File: config.mk
export PLATFORM = sky130hd
export DESIGN_NAME = decimal_text_to_hundredths
export DESIGN_NICKNAME = d
export VERILOG_FILES = /design/src/hw/rtl/dth_pkg.sv /design/src/hw/rtl/dth_parse.sv /design/src/hw/rtl/decimal_text_to_hundredths.sv
export SDC_FILE = /design/constraint.sdc
export NUM_CORES = 1
export LEC_CHECK = 0
export CAP_MARGIN = 20
export CORE_MARGIN = 2
export CORE_UTILIZATION = 49
export DETAILED_ROUTE_END_ITERATION = 10
export DONT_BUFFER_PORTS = 1
export GPL_TIMING_DRIVEN = 0
export PLACE_DENSITY = 0.74
export SLEW_MARGIN = 10
export SYNTH_ARGS = -nofsm -noshare
export SYNTH_HDL_FRONTEND = slang
export SYNTH_SLANG_ARGS = --single-unit
File: constraint.sdc
create_clock -name clk_i -period 8.8 [get_ports clk_i]
set_input_delay 2.64 -clock clk_i [delete_from_list [all_inputs] [get_ports clk_i]]
set_output_delay 2.64 -clock clk_i [all_outputs]
set_load 0.005 [all_outputs]
File: src/hw/rtl/dth_pkg.sv
`timescale 1ns / 1ps

package dth_pkg;

  function automatic logic [63:0] pow10(input int unsigned n);
    logic [63:0] r;
    r = 64'd1;
    for (int unsigned i = 0; i < n; i++) begin
      r = r * 64'd10;
    end
    return r;
  endfunction

  localparam int unsigned FracDigits = 2;
  localparam logic [63:0] Scale = pow10(FracDigits);
  localparam logic [63:0] Int64Max = 64'h7FFF_FFFF_FFFF_FFFF;
  localparam logic [63:0] WholeLimit = (Int64Max - (Scale - 64'd1)) / Scale;

  localparam int unsigned WholeW = $clog2(WholeLimit + 64'd1);
  localparam int unsigned FracW = $clog2(Scale);
  localparam int unsigned CountW = $clog2(FracDigits + 1);

  localparam logic [7:0] ChMinus = 8'h2D;
  localparam logic [7:0] ChPoint = 8'h2E;
  localparam logic [7:0] ChZero = 8'h30;
  localparam logic [7:0] ChNine = 8'h39;

  typedef struct packed {
    logic [7:0] ch;
    logic       last;
  } in_item_t;

  typedef struct packed {
    logic               ok;
    logic signed [63:0] value;
  } out_item_t;

  typedef struct packed {
    logic              ok;
    logic              negative;
    logic [WholeW-1:0] whole;
    logic [FracW-1:0]  frac;
  } done_t;

endpackage

File: src/hw/rtl/dth_parse.sv
`timescale 1ns / 1ps

module dth_parse (
  input  logic              clk_i,
  input  logic              rst_ni,
  input  logic              step_i,
  input  dth_pkg::in_item_t item_i,
  output dth_pkg::done_t    done_o
);

  typedef enum logic [1:0] {
    PhStart,
    PhSign,
    PhInt,
    PhFrac
  } phase_e;

  phase_e                          phase_q, phase_d;
  logic                            negative_q, negative_d;
  logic [dth_pkg::WholeW-1:0]      whole_q, whole_d;
  logic [dth_pkg::FracW-1:0]       frac_q, frac_d;
  logic [dth_pkg::CountW-1:0]      count_q, count_d;
  logic                            failed_q, failed_d;

  logic                            digit;
  logic [3:0]                      d;
  logic [dth_pkg::WholeW+3:0]      whole_next;
  logic                            over;
  logic [dth_pkg::FracW+3:0]       frac_next;

  always_comb begin
    digit = (item_i.ch >= dth_pkg::ChZero) && (item_i.ch <= dth_pkg::ChNine);
    d = digit ? 4'(item_i.ch - dth_pkg::ChZero) : 4'd0;
    whole_next = {1'b0, whole_q, 3'b000} + {3'b000, whole_q, 1'b0}
                 + (dth_pkg::WholeW + 4)'(d);
    over = 64'(whole_next) > dth_pkg::WholeLimit;
    frac_next = {1'b0, frac_q, 3'b000} + {3'b000, frac_q, 1'b0}
                + (dth_pkg::FracW + 4)'(d);

    phase_d = phase_q;
    negative_d = negative_q;
    whole_d = whole_q;
    frac_d = frac_q;
    count_d = count_q;
    failed_d = failed_q;

    if (!failed_q) begin
      case (phase_q)
        PhStart, PhSign: begin
          if (phase_q == PhStart && item_i.ch == dth_pkg::ChMinus) begin
            negative_d = 1'b1;
            phase_d = PhSign;
          end else if (digit) begin
            whole_d = dth_pkg::WholeW'(d);
            phase_d = PhInt;
          end else begin
            failed_d = 1'b1;
          end
        end
        PhInt: begin
          if (digit) begin
            if (over) begin
              failed_d = 1'b1;
            end else begin
              whole_d = whole_next[dth_pkg::WholeW-1:0];
            end
          end else if (item_i.ch == dth_pkg::ChPoint) begin
            phase_d = PhFrac;
          end else begin
            failed_d = 1'b1;
          end
        end
        PhFrac: begin
          if (!digit) begin
            failed_d = 1'b1;
          end else if (32'(count_q) < dth_pkg::FracDigits) begin
            frac_d = frac_next[dth_pkg::FracW-1:0];
            count_d = count_q + dth_pkg::CountW'(1);
          end else if (d != 4'd0) begin
            failed_d = 1'b1;
          end
        end
        default: begin
          failed_d = 1'b1;
        end
      endcase
    end

    done_o.ok = !failed_d && (phase_d == PhInt || phase_d == PhFrac);
    done_o.negative = negative_d;
    done_o.whole = whole_d;
    done_o.frac = '0;
    for (int unsigned k = 0; k <= dth_pkg::FracDigits; k++) begin
      if (32'(count_d) == k) begin
        done_o.frac = dth_pkg::FracW'(64'(frac_d)
                      * dth_pkg::pow10(dth_pkg::FracDigits - k));
      end
    end
  end

  always_ff @(posedge clk_i or negedge rst_ni) begin
    if (!rst_ni) begin
      phase_q <= PhStart;
      negative_q <= 1'b0;
      whole_q <= '0;
      frac_q <= '0;
      count_q <= '0;
      failed_q <= 1'b0;
    end else if (step_i) begin
      if (item_i.last) begin
        phase_q <= PhStart;
        negative_q <= 1'b0;
        whole_q <= '0;
        frac_q <= '0;
        count_q <= '0;
        failed_q <= 1'b0;
      end else begin
        phase_q <= phase_d;
        negative_q <= negative_d;
        whole_q <= whole_d;
        frac_q <= frac_d;
        count_q <= count_d;
        failed_q <= failed_d;
      end
    end
  end

endmodule

File: src/hw/rtl/decimal_text_to_hundredths.sv
`timescale 1ns / 1ps

// Channel | Direction | Handshake              | Payload
// in      | input     | in_valid_i / in_stall_o | in_item_i  (ch, last)
// out     | output    | out_valid_o / out_stall_i | out_item_o (ok, value)
//
// One character is taken every cycle unless the input stalls; the rate is set by the
// combinational multiply-by-ten accumulate in the character stage.
// After the edge that takes its final character, a result passes the finished-number
// register and then the output register.
// Reset is asynchronous and active low, and it clears all valid flags and the parse state.
// The input stalls only while a final character waits behind a full result path.

module decimal_text_to_hundredths (
  input  logic               clk_i,
  input  logic               rst_ni,
  input  logic               in_valid_i,
  output logic               in_stall_o,
  input  dth_pkg::in_item_t  in_item_i,
  output logic               out_valid_o,
  input  logic               out_stall_i,
  output dth_pkg::out_item_t out_item_o
);

  logic               a_valid_q;
  dth_pkg::in_item_t  a_q;
  logic               c_valid_q;
  dth_pkg::done_t     c_q;
  logic               out_valid_q;
  dth_pkg::out_item_t out_q;

  dth_pkg::done_t     done;
  dth_pkg::out_item_t result_d;
  logic [63:0]        mag;

  logic o_free;
  logic c_free;
  logic a_go;
  logic in_fire;
  logic c_load;
  logic c_go;

  assign o_free = !out_valid_q || !out_stall_i;
  assign c_free = !c_valid_q || o_free;
  assign a_go = a_valid_q && (!a_q.last || c_free);
  assign in_stall_o = a_valid_q && !a_go;
  assign in_fire = in_valid_i && !in_stall_o;
  assign c_load = a_go && a_q.last;
  assign c_go = c_valid_q && o_free;

  dth_parse u_parse (
    .clk_i  (clk_i),
    .rst_ni (rst_ni),
    .step_i (a_go),
    .item_i (a_q),
    .done_o (done)
  );

  always_comb begin
    mag = 64'(c_q.whole) * dth_pkg::Scale + 64'(c_q.frac);
    result_d.ok = c_q.ok;
    if (!c_q.ok) begin
      result_d.value = '0;
    end else if (c_q.negative) begin
      result_d.value = -$signed(mag);
    end else begin
      result_d.value = $signed(mag);
    end
  end

  always_ff @(posedge clk_i or negedge rst_ni) begin
    if (!rst_ni) begin
      a_valid_q <= 1'b0;
      c_valid_q <= 1'b0;
      out_valid_q <= 1'b0;
    end else begin
      if (!in_stall_o) begin
        a_valid_q <= in_valid_i;
      end
      if (c_load) begin
        c_valid_q <= 1'b1;
      end else if (c_go) begin
        c_valid_q <= 1'b0;
      end
      if (c_go) begin
        out_valid_q <= 1'b1;
      end else if (!out_stall_i) begin
        out_valid_q <= 1'b0;
      end
    end
  end

  always_ff @(posedge clk_i) begin
    if (in_fire) begin
      a_q <= in_item_i;
    end
    if (c_load) begin
      c_q <= done;
    end
    if (c_go) begin
      out_q <= result_d;
    end
  end

  assign out_valid_o = out_valid_q;
  assign out_item_o = out_q;

endmodule

==> results.cfg, run 1 <==
[clock_tree]
cts_resized = 0
cts.clk_slew.worst_paths_ns = 0.06
root_buffer = clkbuf_16
cts_made_buffers = 23
cts.sinks = 213
hold_buffers = 0
htreeDepth = 1
cts_tree = built
insertion_delay_ns = 0.56
clock_path_buffers = 3
cts_setup_buffers = 0

[timing]
max_slew_margin = 0.2761
min_period_over_period = 0.8993
min_period_ns = 7.914
fin_worst_skew_ns = 0.02499
hold_viol = 0
tightest_slew_ns = 1.059
max_freq_mhz = 126.4
rsz0062_at_grt = false
fin_tns_setup_ns = 0
finalSetupViolCount = 0
report.final.slew_viol_count = 0

[synth]
synth_mux_area_frac = 0.01506
synthAdderAreaFrac = 0.1922
ys_seq_area_frac = 0.2319
ys_warn_count = 0
synth_top_family_by_area = compound AO/OA/AOI/OAI gates
synthXorXnorAreaFrac = 0.06182
synth_cell_types = 110
ys_ff_latch = 213
syn_area_per_cell_sq_um = 8.315
ys.flop_type = edfxtp_1
synth_compound_area_frac = 0.2232
synthArstFlopShare = 0.3427
synth_area_sq_mm = 0.02601
syn_nets = 3507
syn_inst = 3128
synth_edf_count = 140
yosys.area_share.simple = 0.2071

[die]
core-area_sq_mm = 0.05255
initial_core_util = 0.4949
die_h_um = 234.4
ios = 80
dieWidth_um = 234.4
design.die.area_sq_mm = 0.05494
rows = 84

[cells_and_area]
multiInputGateArea_sq_mm = 0.01820
design_area_sq_mm = 0.02770
ff_latch_area_sq_mm = 0.006031
nets = 3536
diodes = 0
drive_above_1_share = 0.05860
area_growth_pct = 6.514
final_cells = 3862
nFillCells = 4883
fin_util = 0.5272

[worst_setup_path]
required_ns = 9.04
r2r-start = a_q[8]
cp-start-kind = flip-flop
endpoint_kind = flip-flop
critical_path_arrival_ns = 8.15
critical_path_class = flip-flop to flip-flop
crit_start = a_q[8]
worst-path-max-fanout = 10

[drt]
drtIter0Drc = 2197
first_pass_iters = 8
ant_nets = 0
wl_per_cell_um = 17.59
wirelength_um = 67930
drc_errors = 0
via_per_inst = 5.980
vias = 23100

[power]
leakagePower_nw = 12.07
pwr_density_cell_mw_per_mm2 = 151.9
power.total_mw = 4.207
irDropWorstVdd_v = 0.0001380

[worst_hold_path]
hp-class = flip-flop to flip-flop
hp-start = c_valid_q

[place]
dp_cells = 3820
place.gp.congestion = 0.9441
port_buffers = 0
hpwl_um = 56230
dpl_cell_area_sq_mm = 0.02695

[job]
maxCapViolations = 0

[status]
run_status = complete, no violations

[global_route]
antenna_found_initial = 0
grt_overflow = 0
grt_max_degree = 74
track_usage = 0.2433
first_global_vias = 21410
grt_pass1_wl_um = 109800
report_power, final:
group          total, mW  switching, mW  leakage, nW  internal (mW)
Combinational       2.05           1.30         9.35          0.748
Clock              0.983          0.419        0.378          0.564
Sequential          1.17         0.0350         2.35           1.14
placed cells by master (no fill, tap or decap), types with 35 or more instances in the layout:
master    synthesis  routed
and2_1           42      42
inv_1           319     318
nor2_1          221     221
xor2_1           62      62
dfrtp_1          73      73
nand4_1          75      75
buf_2            34      35
o21ai_0         167     167
nor4_1           35      35
and3_1           37      37
o211ai_1         35      35
edfxtp_1        140     140
a21o_1           47      47
fa_1             56      56
ha_1            310     310
nand2_1         256     256
xnor2_1         119     119
a22o_1           71      71
nand3_1          80      80
a21oi_1         200     200
nor3_1           86      86
clkbuf_1         76      81
synthesized netlist by cell type, types with 20 or more instances:
| master | number | area (sq um) |
|---|---|---|
| a22o_1 | 71 | 621.9 |
| o21a_1 | 33 | 247.7 |
| xor2_1 | 62 | 543.0 |
| fa_1 | 56 | 1121 |
| or2_2 | 21 | 131.4 |
| nor4_1 | 35 | 219.0 |
| o31ai_1 | 32 | 240.2 |
| buf_2 | 34 | 170.2 |
| a211oi_1 | 23 | 172.7 |
| xnor2_1 | 119 | 1042 |
| nor2_1 | 221 | 829.6 |
| dfrtp_1 | 73 | 1827 |
| and3_1 | 37 | 231.5 |
| a21oi_1 | 200 | 1001 |
| a21o_1 | 47 | 352.8 |
| nand4_1 | 75 | 469.2 |
| and2_1 | 42 | 262.8 |
| o21ai_1 | 22 | 110.1 |
| or3_1 | 34 | 212.7 |
| o21ai_0 | 167 | 835.8 |
| o211ai_1 | 35 | 262.8 |
| edfxtp_1 | 140 | 4204 |
| ha_1 | 310 | 3879 |
| a31oi_1 | 23 | 143.9 |
| o21bai_1 | 20 | 150.1 |
| nand3_1 | 80 | 400.4 |
| nor3_1 | 86 | 430.4 |
| mux2i_1 | 29 | 290.3 |
| nand2_1 | 256 | 960.9 |
| clkbuf_1 | 76 | 285.3 |
| inv_1 | 319 | 1197 |
worst max-delay path, stage by stage (launching register included):
cell	delay [ns]
edfxtp_1	0.36
nor3b_1	0.37
and3_1	0.23
clkbuf_1	0.48
nand2_1	0.31
xnor2_1	0.20
ha_1	0.18
a31o_2	0.22
ha_1	0.26
buf_2	0.19
nand3_1	0.14
a211oi_2	0.33
o21ai_0	0.20
a2111oi_0	0.97
o211ai_1	0.41
nand2_1	0.19
xnor2_1	0.15
or4bb_1	0.50
a311o_1	0.37
o311a_1	0.24
o21ai_4	0.38
nor2_1	0.14
inv_1	0.16
clkbuf_1	0.42
o22ai_1	0.17
kinds of logic after synthesis:
kind of cell,Yosys count
and+or+nand+nor,1030
AOI/OAI and AO/OA,852
DFF,213
adders and majority gates,366
buffers and inverters,447
xor gates and xnor gates,182
muxes,38
final timing paths:
kind	to	slack, ns	cells after the start
worst min register to register	out_valid_o	0.51	1
worst max-delay path	c_q[63]	0.89	24
min in group asynchronous	u_parse.frac_q[2]	1.77	0
max in group asynchronous	u_parse.whole_q[53]	6.86	0
worst max register to register	c_q[63]	0.89	24
worst min-delay path	out_valid_o	0.51	1
flip-flops by register name (all words and copies together) (netlist names):
signal              flops
c_q                    66
out_item_o             65
u_parse.whole_q        57
a_q                     9
u_parse.frac_q          7
u_parse.count_q         2
u_parse.phase_q         2
a_valid_q               1
c_valid_q               1
out_valid_o             1
u_parse.failed_q        1
u_parse.negative_q      1
cell type report:
cell class | instances | area share
inverter | 319 | 0.04322
clock inverter | 13 | 0.004968
tap | 688 | 0.03107
sequential | 213 | 0.2177
multi-input combinational | 2468 | 0.6570
clock buffer | 29 | 0.02236
buffer | 128 | 0.02132
timing repair buffer | 4 | 0.002349
stage by stage:
step | hold WS [ns] | setup slack, ns
after floorplan | 0.4244 | 0.8330
after global placement | 0.4720 | -0.8026
after detailed placement | 0.4904 | 1.042
after CTS | 0.5105 | 0.9759
after global routing | 0.5545 | 0.3306
final | 0.5135 | 0.8859
per-layer routing:
layer,GRT usage,wire [um],up-vias
li1,-,-,11510
met1,0.3337,31370,10780
met2,0.3976,30840,678
met3,0.01860,3015,122
met4,0.09748,2708,0
met5,0,0,-
No activity file was read; power rests on OpenSTA's default activity.
==> run 2, diff against run 1 <==
--- a/config.mk
+++ b/config.mk
@@ -7,11 +7,11 @@
 export LEC_CHECK = 0
 export CAP_MARGIN = 20
 export CORE_MARGIN = 2
-export CORE_UTILIZATION = 49
+export CORE_UTILIZATION = 45
 export DETAILED_ROUTE_END_ITERATION = 10
 export DONT_BUFFER_PORTS = 1
 export GPL_TIMING_DRIVEN = 0
-export PLACE_DENSITY = 0.74
+export PLACE_DENSITY = 0.7
 export SLEW_MARGIN = 10
 export SYNTH_ARGS = -nofsm -noshare
 export SYNTH_HDL_FRONTEND = slang
==> results.cfg, run 2 (synthesized netlist as in run 1, its figures left out) <==
[status]
run_status = complete, no violations

[cells_and_area]
largest_reg_flops = 66
fin_util = 0.4839
area_growth_pct = 6.720
layout_commonest_cell = inv_1
final_cell_mix = inv_1 (318), ha_1 (310), nand2_1 (256)
top_register = c_q
drive_above_1_share = 0.05801
nets = 3535
design_area_sq_mm = 0.02776

[drt]
wl_per_cell_um = 17.18
drc_errors = 0
vias = 22950
drtIter0Drc = 1510
first_pass_iters = 5
ant_nets = 0
via_per_inst = 5.828
wirelength_um = 67640

[timing]
tightest_slew_ns = 1.062
finalSetupViolCount = 0
min_period_over_period = 0.8813
min_period_ns = 7.756
max_slew_margin = 0.2738
hold_viol = 0
rsz0062_at_grt = false
fin_worst_skew_ns = 0.01099
report.final.slew_viol_count = 0
max_freq_mhz = 128.9

[worst_setup_path]
cpLargestDelayFamily = simple AND/OR/NAND/NOR gates
crit_buf_inv = 3
cp-start-kind = flip-flop
crit_chain = nor3b_1 > and3_1 > clkbuf_1 > nand2_1 > xnor2_1 > ha_1 > fa_1 > nand3_1 > a21oi_1 > o21ai_0 > a31oi_1 > nor4bb_1 > o2111ai_1 > or4_1 > o311a_1 > o311a_1 > o21ai_4 > nor2_1 > inv_1 > clkbuf_1 > o22ai_1
cp_slowest_cell = nor4bb_1
r2r-start = a_q[8]
r2r_slack_ns = 1.04
worst-path-max-fanout = 10
slowest_delay_ns = 0.91
required_ns = 9.04
reg2reg_to = c_q[63]
critical_path_arrival_ns = 8.00
critical_path_class = flip-flop to flip-flop
ff2ff_path_depth = 21
endpoint_kind = flip-flop

[die]
core-area_sq_mm = 0.05737
ios = 80
initial_core_util = 0.4534
die_h_um = 244.4
rows = 88
dieWidth_um = 244.4
design.die.area_sq_mm = 0.05974

[power]
leakagePower_nw = 12.03
power.total_mw = 4.147
irDropWorstVdd_v = 0.0001431
pwr_density_cell_mw_per_mm2 = 149.4

[place]
hpwl_um = 56420
port_buffers = 0
place.gp.congestion = 0.9325
dpl_cell_area_sq_mm = 0.02704

[clock_tree]
cts_setup_buffers = 0
htreeDepth = 1
insertion_delay_ns = 0.54
hold_buffers = 0
cts.sinks = 213
cts_tree = built
clock_path_buffers = 3
root_buffer = clkbuf_16
cts.clk_slew.worst_paths_ns = 0.06
cts_resized = 0
cts_made_buffers = 22

[job]
maxCapViolations = 0

[global_route]
track_usage = 0.2229
grt_overflow = 0
grt_pass1_wl_um = 111100
antenna_found_initial = 1
first_global_vias = 21710
grt_max_degree = 74

[worst_hold_path]
min_to = u_parse.frac_q[6]
hp-start = u_parse.frac_q[6]
hold_depth = 2
hp-class = flip-flop to flip-flop
## run 2: tightest hold or removal path, cell delays in order (launching register included)
cell and delay, ns:
dfrtp_1 0.34, nand2_1 0.05, o21ai_0 0.07
## run 2: report_power, final
part	internal [mW]	switching (mW)	total, mW	leakage [nW]
combinational	0.748	1.30	2.04	9.35
clock	0.524	0.405	0.929	0.337
sequential	1.14	0.0349	1.17	2.35
## run 2: metrics by stage
step / setup TNS, ns / hold WS, ns / instances / worst slack, ns
2_1_floorplan: 0 / 0.4244 / 3128 / 0.8330
3_3_place_gp: -61.96 / 0.4760 / 3893 / -0.9672
3_5_place_dp: 0 / 0.4810 / 3896 / 1.124
4_1_cts: 0 / 0.4942 / 3936 / 1.089
5_1_grt: 0 / 0.5192 / 3937 / 0.5665
6_report: 0 / 0.4933 / 3938 / 1.044
## run 2: final cells by class
cell class,instances,area [sq um]
clock buffer,28,573.1
multi-input combinational,2468,18210
clock inverter,12,133.9
buffer,128,590.6
tap,765,957.2
antenna,1,2.502
timing repair buffer,4,65.06
inverter,319,1197
sequential,213,6031
fill,5591,29610
## run 2: how the worst max path moves through the flow
stage	startpoint	end	slack, ns	depth (start not counted)
detailed placement	a_q[8]	c_q[63]	1.12	24
CTS	a_q[8]	c_q[63]	1.09	24
global route	a_q[8]	u_parse.whole_q[31]	0.57	23
finish	a_q[8]	c_q[63]	1.04	21
floorplan	out_stall_i	out_item_o[0]	0.83	1
global placement	out_stall_i	out_item_o[63]	-0.97	1
## run 2: per-layer routing
metal,up-vias,track usage,part of all wire
met1,10700,0.3028,0.46
li1,11530,-,-
met4,2,0.08770,0.039
met5,-,0,0.00013
met3,130,0.01756,0.040
met2,587,0.3682,0.46
